==> src/sv/midi_voice_allocator_top_defines.svh <==
// ----------------------------------------------------------------------------
// MIDI voice allocator assertion macros
// Shared assertion helpers, clocked on clk_i and quiet while rst_ni is low.
// ----------------------------------------------------------------------------
`ifndef MIDI_VOICE_ALLOCATOR_TOP_DEFINES_SVH
`define MIDI_VOICE_ALLOCATOR_TOP_DEFINES_SVH

// Same-cycle implication.
`define MVA_ASSERT_NOW(lbl, ante, cons, msg) \
  lbl: assert property (@(posedge clk_i) disable iff (!rst_ni) (ante) |-> (cons)) \
    else $error(msg);

// Next-cycle implication.
`define MVA_ASSERT_NEXT(lbl, ante, cons, msg) \
  lbl: assert property (@(posedge clk_i) disable iff (!rst_ni) (ante) |=> (cons)) \
    else $error(msg);

`endif

==> src/sv/mva_pkg.sv <==
// ----------------------------------------------------------------------------
// MIDI voice allocator package
// Field widths, the control bundle for the voice table and the pitch ROM.
// ----------------------------------------------------------------------------
package mva_pkg;

  localparam int unsigned VoicesDefault  = 8;
  localparam int unsigned PitchW         = 7;
  localparam int unsigned VelW           = 7;
  localparam int unsigned VoiceIdxW      = 3;
  localparam int unsigned IncW           = 15;
  localparam int unsigned NumPitches     = 128;
  localparam int unsigned SemisPerOctave = 12;
  localparam int unsigned InTdataW       = 16;
  localparam int unsigned OutTdataW      = 24;

  // Per-semitone bases, 8.1757989156 * 2.048 * 2^(s/12), in units of 1e-12
  localparam logic [63:0] SemiBase [SemisPerOctave] = '{
    64'd16744036179149, 64'd17739688382425, 64'd18794545146613,
    64'd19912126958107, 64'd21096163642311, 64'd22350606811594,
    64'd23679643053419, 64'd25087707902698, 64'd26579500644974,
    64'd28159999999849, 64'd29834480736998, 64'd31608531280223
  };
  localparam logic [63:0] SemiUnit = 64'd1000000000000;
  localparam logic [63:0] SemiHalf = 64'd500000000000;

  typedef logic [IncW-1:0] inc_rom_t [NumPitches];

  // Evaluated at elaboration only
  function automatic inc_rom_t build_inc_rom();
    inc_rom_t    rom;
    int unsigned semi;
    int unsigned oct;
    logic [63:0] scaled;
    semi = 0;
    oct  = 0;
    for (int p = 0; p < NumPitches; p++) begin
      scaled = SemiBase[semi] << oct;
      rom[p] = IncW'((scaled + SemiHalf) / SemiUnit);
      if (semi == SemisPerOctave - 1) begin
        semi = 0;
        oct  = oct + 1;
      end else begin
        semi = semi + 1;
      end
    end
    return rom;
  endfunction

  localparam inc_rom_t IncRom = build_inc_rom();

  // Control from the sequencer to the voice table
  typedef struct packed {
    logic              note_on;
    logic              claim;
    logic              release_voice;
    logic [PitchW-1:0] pitch;
  } tbl_ctrl_t;

endpackage

==> src/sv/mva_voice_table.sv <==
// ----------------------------------------------------------------------------
// MIDI voice allocator voice table
// Active flags and notes of all voices with one shared compare unit that
// tests the voice under the scan index each cycle.
// ----------------------------------------------------------------------------
module mva_voice_table #(
  parameter int unsigned VOICES = mva_pkg::VoicesDefault,
  parameter int unsigned IDX_W  = (VOICES > 1) ? $clog2(VOICES) : 1
) (
  input  logic               clk_i,
  input  logic               rst_ni,
  input  mva_pkg::tbl_ctrl_t ctrl_i,
  input  logic [IDX_W-1:0]   idx_i,
  output logic               hit_o
);
  import mva_pkg::*;

  logic [VOICES-1:0] active_q;
  logic [PitchW-1:0] note_q [VOICES];

  // Free voice on note on, active voice holding the pitch on note off
  assign hit_o = ctrl_i.note_on ? !active_q[idx_i]
                                : (active_q[idx_i] && (note_q[idx_i] == ctrl_i.pitch));

  always_ff @(posedge clk_i or negedge rst_ni) begin
    if (!rst_ni) begin
      active_q <= '0;
    end else if (ctrl_i.claim) begin
      active_q[idx_i] <= 1'b1;
    end else if (ctrl_i.release_voice) begin
      active_q[idx_i] <= 1'b0;
    end
  end

  // Notes are only read behind a set active flag
  always_ff @(posedge clk_i) begin
    if (ctrl_i.claim) begin
      note_q[idx_i] <= ctrl_i.pitch;
    end
  end

endmodule

==> src/sv/midi_voice_allocator_top.sv <==
// ----------------------------------------------------------------------------
// MIDI voice allocator
// Note events in, one oscillator write report out per event.
// ----------------------------------------------------------------------------
// Each event (pitch, velocity) is scanned against the voice table one voice
// per cycle through a single compare unit, stopping at the first hit: a note
// on claims the lowest free voice and reports its phase increment from the
// pitch ROM, a note off frees the lowest active voice holding that pitch and
// reports increment 0; if no voice qualifies the report has written = 0.
// The input is ready again once the report of an event sits in the output
// register, which holds it until the sink takes it.
module midi_voice_allocator_top #(
  parameter int unsigned VOICES = mva_pkg::VoicesDefault
) (
  input  logic                          clk_i,
  input  logic                          rst_ni,
  input  logic                          s_axis_tvalid,
  output logic                          s_axis_tready,
  // [6:0] pitch, [13:7] velocity
  input  logic [mva_pkg::InTdataW-1:0]  s_axis_tdata,
  output logic                          m_axis_tvalid,
  input  logic                          m_axis_tready,
  // [0] written, [1] note_on, [4:2] voice_index, [19:5] phase_increment
  output logic [mva_pkg::OutTdataW-1:0] m_axis_tdata
);
  import mva_pkg::*;
  `include "midi_voice_allocator_top_defines.svh"

  localparam int unsigned IdxW    = (VOICES > 1) ? $clog2(VOICES) : 1;
  localparam int unsigned LastIdx = VOICES - 1;

  typedef enum logic [2:0] {
    StIdle = 3'b001,
    StScan = 3'b010,
    StHold = 3'b100
  } state_e;

  typedef struct packed {
    logic                 written;
    logic                 note_on;
    logic [VoiceIdxW-1:0] voice_index;
    logic [IncW-1:0]      phase_increment;
  } result_t;

  state_e            state_q, state_d;
  logic [IdxW-1:0]   idx_q, idx_d;
  logic [PitchW-1:0] pitch_q, pitch_d;
  logic              on_q, on_d;
  result_t           res_q, res_d;
  result_t           out_q, out_d;
  logic              out_valid_q, out_valid_d;

  tbl_ctrl_t         ctrl;
  logic              hit;
  logic              last;
  logic              out_free;
  result_t           scan_res;

  mva_voice_table #(
    .VOICES (VOICES),
    .IDX_W  (IdxW)
  ) u_table (
    .clk_i  (clk_i),
    .rst_ni (rst_ni),
    .ctrl_i (ctrl),
    .idx_i  (idx_q),
    .hit_o  (hit)
  );

  assign s_axis_tready = (state_q == StIdle);
  assign out_free      = !out_valid_q || m_axis_tready;
  assign last          = hit || (idx_q == IdxW'(LastIdx));

  always_comb begin
    ctrl.note_on       = on_q;
    ctrl.pitch         = pitch_q;
    ctrl.claim         = (state_q == StScan) && hit && on_q;
    ctrl.release_voice = (state_q == StScan) && hit && !on_q;

    scan_res.written         = hit;
    scan_res.note_on         = on_q;
    scan_res.voice_index     = hit ? VoiceIdxW'(idx_q) : '0;
    scan_res.phase_increment = (hit && on_q) ? IncRom[pitch_q] : '0;
  end

  always_comb begin
    state_d     = state_q;
    idx_d       = idx_q;
    pitch_d     = pitch_q;
    on_d        = on_q;
    res_d       = res_q;
    out_d       = out_q;
    out_valid_d = out_valid_q && !m_axis_tready;

    unique case (state_q)
      StIdle: begin
        if (s_axis_tvalid) begin
          pitch_d = s_axis_tdata[PitchW-1:0];
          on_d    = (s_axis_tdata[PitchW +: VelW] != '0);
          idx_d   = '0;
          state_d = StScan;
        end
      end
      StScan: begin
        if (last) begin
          if (out_free) begin
            out_d       = scan_res;
            out_valid_d = 1'b1;
            state_d     = StIdle;
          end else begin
            res_d   = scan_res;
            state_d = StHold;
          end
        end else begin
          idx_d = idx_q + 1'b1;
        end
      end
      StHold: begin
        // wait for the sink to drain the output register
        if (out_free) begin
          out_d       = res_q;
          out_valid_d = 1'b1;
          state_d     = StIdle;
        end
      end
      default: begin
        state_d = StIdle;
      end
    endcase
  end

  always_ff @(posedge clk_i or negedge rst_ni) begin
    if (!rst_ni) begin
      state_q     <= StIdle;
      out_valid_q <= 1'b0;
    end else begin
      state_q     <= state_d;
      out_valid_q <= out_valid_d;
    end
  end

  always_ff @(posedge clk_i) begin
    idx_q   <= idx_d;
    pitch_q <= pitch_d;
    on_q    <= on_d;
    res_q   <= res_d;
    out_q   <= out_d;
  end

  assign m_axis_tvalid = out_valid_q;
  assign m_axis_tdata  = {4'b0, out_q.phase_increment, out_q.voice_index,
                          out_q.note_on, out_q.written};

  `MVA_ASSERT_NEXT(a_accept_starts_scan, s_axis_tvalid && s_axis_tready,
                   state_q == StScan, "accepted item did not start a scan")
  `MVA_ASSERT_NEXT(a_scan_advances, state_q == StScan && !last,
                   state_q == StScan && idx_q == IdxW'($past(idx_q) + 1'b1),
                   "scan index did not advance")
  `MVA_ASSERT_NOW(a_off_no_increment, out_valid_q && !out_q.note_on,
                  out_q.phase_increment == '0, "note off reported an increment")
  `MVA_ASSERT_NOW(a_miss_zero_voice, out_valid_q && !out_q.written,
                  out_q.voice_index == '0 && out_q.phase_increment == '0,
                  "miss reported a voice or increment")

endmodule
==> config.mk <==
export PLATFORM = sky130hd
export DESIGN_NAME = midi_voice_allocator_top
export DESIGN_NICKNAME = d
export VERILOG_FILES = /design/src/sv/mva_pkg.sv /design/src/sv/mva_voice_table.sv /design/src/sv/midi_voice_allocator_top.sv
export VERILOG_INCLUDE_DIRS = /design/src /design/src/sv
export SDC_FILE = /design/constraint.sdc
export NUM_CORES = 1
export LEC_CHECK = 0
export ABC_AREA = 1
export BUFFER_PORTS_ARGS = -buffer_cell sky130_fd_sc_hd__clkbuf_2
export CAP_MARGIN = 20
export CORE_ASPECT_RATIO = 1.25
export CORE_MARGIN = 4
export CORE_UTILIZATION = 40
export CTS_CLUSTER_SIZE = 24
export DETAILED_ROUTE_END_ITERATION = 10
export GPL_TIMING_DRIVEN = 0
export PLACE_DENSITY = 0.62
export SYNTH_ARGS = -nofsm -noshare
export SYNTH_HDL_FRONTEND = slang
export SYNTH_SLANG_ARGS = --single-unit
==> constraint.sdc <==
create_clock -name clk_i -period 2.79 [get_ports clk_i]
set_input_delay 0.4185 -clock clk_i [delete_from_list [all_inputs] [get_ports clk_i]]
set_output_delay 0.4185 -clock clk_i [all_outputs]
set_load 0.01 [all_outputs]
Word-level counts from Yosys, hierarchy flattened. Memories as Yosys holds them, arrays and structs flattened. A register that Yosys moved wholly into a read port is not among the register bits. Index checks and enable logic that the tools add are counted. W data, S select, Z words.

Flip-flop bits (word level): 63. Bits in writable memories: 56. ROM bits: 1920. Bits of input ports: 20. Output and inout port bits: 26. Logic and storage cells: 86. Memories: 2.

Memory list: (name not given) (words 128, width 15, rd ports 1, clocked after Yosys merged registers in 0, wr ports 0, RTL line midi_voice_allocator_top.sv:83) `scan_res.phase_increment = (hit && on_q) ? IncRom[pitch_q] : '0;`; u_table.note_q (words 8, width 7, rd ports 1, clocked after Yosys merged registers in 1, wr ports 1, RTL line mva_voice_table.sv:19) `logic [PitchW-1:0] note_q [VOICES];`.

Add/sub/neg operators: 1. Order comparisons: 3. Equality and inequality tests: 10. Mux-type cells: 29. Bitwise logic cells: 5. Reduce and logical (&&, ||, !) cells: 22.

Operator list (count): $mux W20 (3); $mux W15 (3); $pmux W20 S2 (1); $mux W3 (8); $mux W8 (2); $ne A2 B2 Y1 const B (5); $pmux W3 S3 (1); $reduce_and A3 Y1 (3); $and A8 B8 Y8 (1); $ge A8 B8 Y1 const B (1); $not A7 Y8 (1); $not A8 Y8 (1); $or A8 B8 Y8 (1); $eq A7 B7 Y1 (1); $logic_and A1 B1 Y1 (7); $mux W1 (7); $reduce_bool A7 Y1 (1); $eq A3 B3 Y1 const B (2); $pmux W3 S2 (1); $reduce_bool A2 Y1 (3); $logic_not A1 Y1 (4); $lt A3 B4 Y1 const B (1); $reduce_and A4 Y1 (1); $add A3 B1 Y3 const B (1); other kinds (9) (10).

Logic depth before layout (Yosys ltp).
Depth in word-level cells: 9. Gate-level depth with buffers: 16. Gate-level depth less buffers: 16.

Hierarchy. From an unflattened synthesis, not the netlist that was laid out.

Cell total of the unflattened synthesis: 901. Area, all modules: 6995.5 µm².

Modules (own cells, without submodules): midi_voice_allocator_top (instances 1, cells each 570, area each 3981.3 µm², seq. area each 1632.8 µm²); mva_voice_table (instances 1, cells each 331, area each 3014.1 µm², seq. area each 1881.8 µm²).

Least setup slack after synthesis. OpenSTA, ideal clock, no wires.

Kind: reg-to-reg. Start: register idx_q[1]. End: register res_q[0] (netlist bit), enable pin. Setup time: 0.397 ns. Arrival: 2.364 ns. Required time: 2.393 ns. Path slack: 0.029 ns. Stages on the path, launching flop included: 13. Buffers on the path: 1. Period minus slack after synthesis: 2.761 ns. Cells stage by stage: edfxtp_1 -> buf_2 -> nor2_1 -> nand3_1 -> nand2_1 -> nor2_1 -> a21oi_1 -> nand3_1 -> nor2_1 -> nand2_2 -> nand3_1 -> nand2_1 -> nor2_1.

Longest elaborated chain between the ends: 6. Elaborated cells on any way between the ends: 8. Those cells by class: eq/ne: 1; mux: 3; reduce/logical: 4.

Ends and longest elaborated chain: from (decl) (RTL line midi_voice_allocator_top.sv:46) `logic [IdxW-1:0] idx_q, idx_d;`; from (signal assigned) (RTL line midi_voice_allocator_top.sv:143) `idx_q <= idx_d;`; $bmux W1 S3 (RTL line mva_voice_table.sv:22, mva_voice_table.sv:23); $mux W1 (not written as such) (RTL line mva_voice_table.sv:22, mva_voice_table.sv:23); $logic_and A1 B1 Y1 or $logic_not A1 Y1 (tied branches) (RTL line mva_voice_table.sv:23, mva_voice_table.sv:22); $mux W1 (RTL line mva_voice_table.sv:22) `assign hit_o = ctrl_i.note_on ? !active_q[idx_i]`; $logic_or A1 B1 Y1 (*) (RTL line midi_voice_allocator_top.sv:72) `assign last = hit || (idx_q == IdxW'(LastIdx));`; $reduce_and A3 Y1 (no line) (*); to (signal assigned) (RTL line midi_voice_allocator_top.sv:146) `res_q <= res_d;`; to (decl) (RTL line midi_voice_allocator_top.sv:49) `result_t res_q, res_d;`.

Mark *: on every way between the ends. The rest lies on a longest branch, timed or not. The select of a mux whose other input is x is not followed. A chain may end at the register's enable or synchronous reset.

==> qor.yml <==
layout:
  multiInputGateArea_mm2: 0.00273
  antenna_cells: 0
  seq_area_mm2: 0.00358
  drive_gt1_frac: 0.149
  final_cell_area_mm2: 0.00809
  n_fill_cell: 1601
  area_delta_synth_final_pct: 19.0
  layout.nets: 939
pwr:
  power.density_mw_per_mm2: 934
  p_int_uw: 4660
  combPwrFrac: 0.384
  switchingPower_uw: 2910
  clockPowerShare: 0.284
  power_leakage_uw: 0.00359
  sequentialPowerShare: 0.332
  switching_share: 0.384
  irDropWorstVdd_uv: 548
yosys:
  yosys_warnings: 0
  synth_area_leader_cell: "edfxtp_1"
  yosys-top-cells-area: "edfxtp_1 47%, nand2_1 14%, nand3_1 5.8%"
  synth.top_cell.area_share: 0.473
  ys_ff_latch: 122
  synth_ff_type: "edfxtp_1"
  async_reset_ff_frac: 0.0984
  synth_edf_count: 107
  ys_seq_area_frac: 0.526
  synthCells: 832
  yosysUniqueCellTypes: 40
  syn_area_mm2: 0.00680
  syn_avg_cell_area_um2: 8.17
timing:
  slew_viol_final: 0
  setup_viol: 0
  hold_viol: 0
  tightestPinTransition_ns: 1.04
  rsz0062_at_grt: "false"
  skew_ns: 0.0154
  fmax_mhz: 372
  tns_ns: 0
  slew_headroom: 0.303
  layout_min_cycle_time_ns: 2.69
  period_share: 0.963
placed_design:
  hpwl_um: 14100
  gp_congestion: 1.05
  placed_area_mm2: 0.00730
  portBuffers: 39
critical_path:
  setup.worst_path.start_class: "flip-flop"
  end_kind: "flip-flop"
  cp.arrival_ns: 2.98
  critPathMaxFanout: 10
  path_class: "reg -> reg"
  cp.required_ns: 3.08
detailed_routing:
  drc_errors: 0
  drt-pass1-iter-count: 5
  drtIter0Drc: 591
  routed_wl_um: 19800
  wl_per_cell_um: 17.4
  antenna_left: 0
  vias: 6050
  viasPerCell: 5.31
floorplan:
  die_area_mm2: 0.0192
  die_h_um: 154
  initial_core_util: 0.405
  num_rows: 53
  die_w_um: 125
  core_mm2: 0.0168
  top_level_ports: 46
flow_run:
  max-cap-violations: 0
clock_network:
  clkLatencyLatePin_ns: 0.42
  cts.clk_slew.worst_paths_ns: 0.06
  clk_path_buf_depth: 2
  htreeDepth: 4
  cts_buffers: 17
  cts_sinks: 122
  cts_root_buf: "clkbuf_16"
  tritoncts: "yes"
run_status:
  status: "finished, final reports clean"
hold_path:
  hold_class: "in -> reg"
grt:
  grt_pass1_wl_um: 31000
  grt_max_degree: 17
  overflow: 0
  antenna_found_initial: 0
  grt_usage: 0.206
  grt_pass1_vias: 5873
-- cells by family (layout without fill, tap and decap cells) --
kind of cell | after synthesis | count (layout) | share of synthesized area
compound gates | 127 | 127 | 0.107
simple gates | 425 | 425 | 0.258
fa+ha+maj | 12 | 12 | 0.0221
flops | 122 | 122 | 0.526
other cells | 1 | 4 | 0.000552
buf+inv | 145 | 230 | 0.0870
-- cells in the final DEF, fill, tap and decap left out, drive strengths merged, types with 2 or more instances in the layout --
cell type	count
inv	104
o21ai	61
dfxtp	3
conb	4
nor4	2
o211ai	4
o22ai	5
nor2	73
clkinvlp	6
ha	12
buf	39
a211oi	4
clkinv	7
nand3	79
nand4	5
a22oi	3
bufinv	3
dfrtp	11
a31oi	5
o221ai	6
a21oi	31
nand2	251
nor3	12
edfxtp	107
o2111ai	3
clkbuf	70
-- path summary, 6_finish.rpt --
kind / slack, ns / startpoint / cells after the start / endpoint
min reg2reg: 0.49 / flip-flop / 2 / flip-flop
max reg2reg: 0.10 / pitch_q[5]$_DFFE_PP_ / 9 / m_axis_tdata[12]$_DFFE_PP_
max in group asynchronous: 2.03 / rst_ni / 2 / state_q[0]$_DFFE_PN1P_
min in group asynchronous: 0.45 / rst_ni / 2 / state_q[2]$_DFFE_PN0P_
min: 0.19 / s_axis_tdata[1] / 1 / pitch_q[1]$_DFFE_PP_
max: 0.10 / pitch_q[5]$_DFFE_PP_ / 9 / m_axis_tdata[12]$_DFFE_PP_
-- registers in the layout (all words and copies together), names as in the netlist, named ones only --
| name | count |
|---|---|
| idx_q | 3 |
| m_axis_tdata | 20 |
| m_axis_tvalid | 1 |
| on_q | 1 |
| pitch_q | 7 |
| res_q | 20 |
| state_q | 3 |
| u_table.note_q | 56 |
-- worst max-delay path, cell delays in order, from the launching register on --
cell and delay, ns:
edfxtp_1 0.53, buf_2 0.32, inv_1 0.16, nor2_2 0.48, inv_1 0.21, o22ai_1 0.25
o21ai_0 0.10, a211oi_1 0.34, nand2_1 0.09, nand2_1 0.08
-- power by group through the flow --
stage / clock, µW / sequential (µW) / combinational, µW
floorplan: 0 / 2550 / 1850
global placement: 0 / 2560 / 2700
detailed placement: 0 / 2570 / 2690
CTS: 2180 / 2510 / 2770
global route: 2280 / 2540 / 3220
finish: 2150 / 2510 / 2900
-- Yosys cell counts, types with 2 or more instances --
| cell type | n |
|---|---|
| a211oi_1 | 4 |
| a21oi_1 | 31 |
| a22oi_1 | 3 |
| a31oi_1 | 5 |
| buf_2 | 20 |
| buf_4 | 6 |
| clkbuf_1 | 13 |
| clkinv_1 | 2 |
| dfrtp_1 | 11 |
| dfxtp_1 | 3 |
| edfxtp_1 | 107 |
| ha_1 | 12 |
| inv_1 | 99 |
| inv_2 | 5 |
| nand2_1 | 249 |
| nand3_1 | 79 |
| nand4_1 | 5 |
| nor2_1 | 72 |
| nor3_1 | 11 |
| nor4_1 | 2 |
| o2111ai_1 | 3 |
| o211ai_1 | 4 |
| o21ai_0 | 50 |
| o21ai_1 | 11 |
| o221ai_1 | 6 |
| o22ai_1 | 5 |
-- what timing repair did --
action	CTS	global route
gates cloned	1	0
endpoints found under the hold margin	11	0
gates resized for setup	14	20
setup buffers	3	8
pin swaps	0	2
hold buffers	1	0
endpoints found under the setup margin	115	102
-- through the flow --
step	utilization	cells	total power, µW	setup WS (ns)	hold slack [ns]
after CTS	0.474	1132	7460	0.0318	0.167
after floorplan	-	835	4400	0.0291	0.123
final	0.482	1140	7560	0.103	0.186
after global routing	0.482	1140	8030	0.00779	0.170
after detailed placement	0.435	1095	5260	-0.404	0.327
after global placement	0.434	1094	5260	-0.946	0.333
-- layout make-up --
type,instances,share of cell area
inverters,106,0.0501
well taps,220,0.0340
clock buffers,19,0.0535
flip-flops and latches,122,0.442
clock inverters,13,0.0187
repair inverters,1,0.000928
repair buffers,52,0.0390
plain buffers,39,0.0246
multi-input cells,568,0.337
-- per-layer routing --
layer  wire (µm)  track usage  up-vias
met5           0            0        -
met1        7620        0.240     2752
met4        1140        0.118        0
met2        9660        0.352      278
met3        1360       0.0431       95
li1            -            -     2925
No activity file was read; power rests on OpenSTA's default activity.
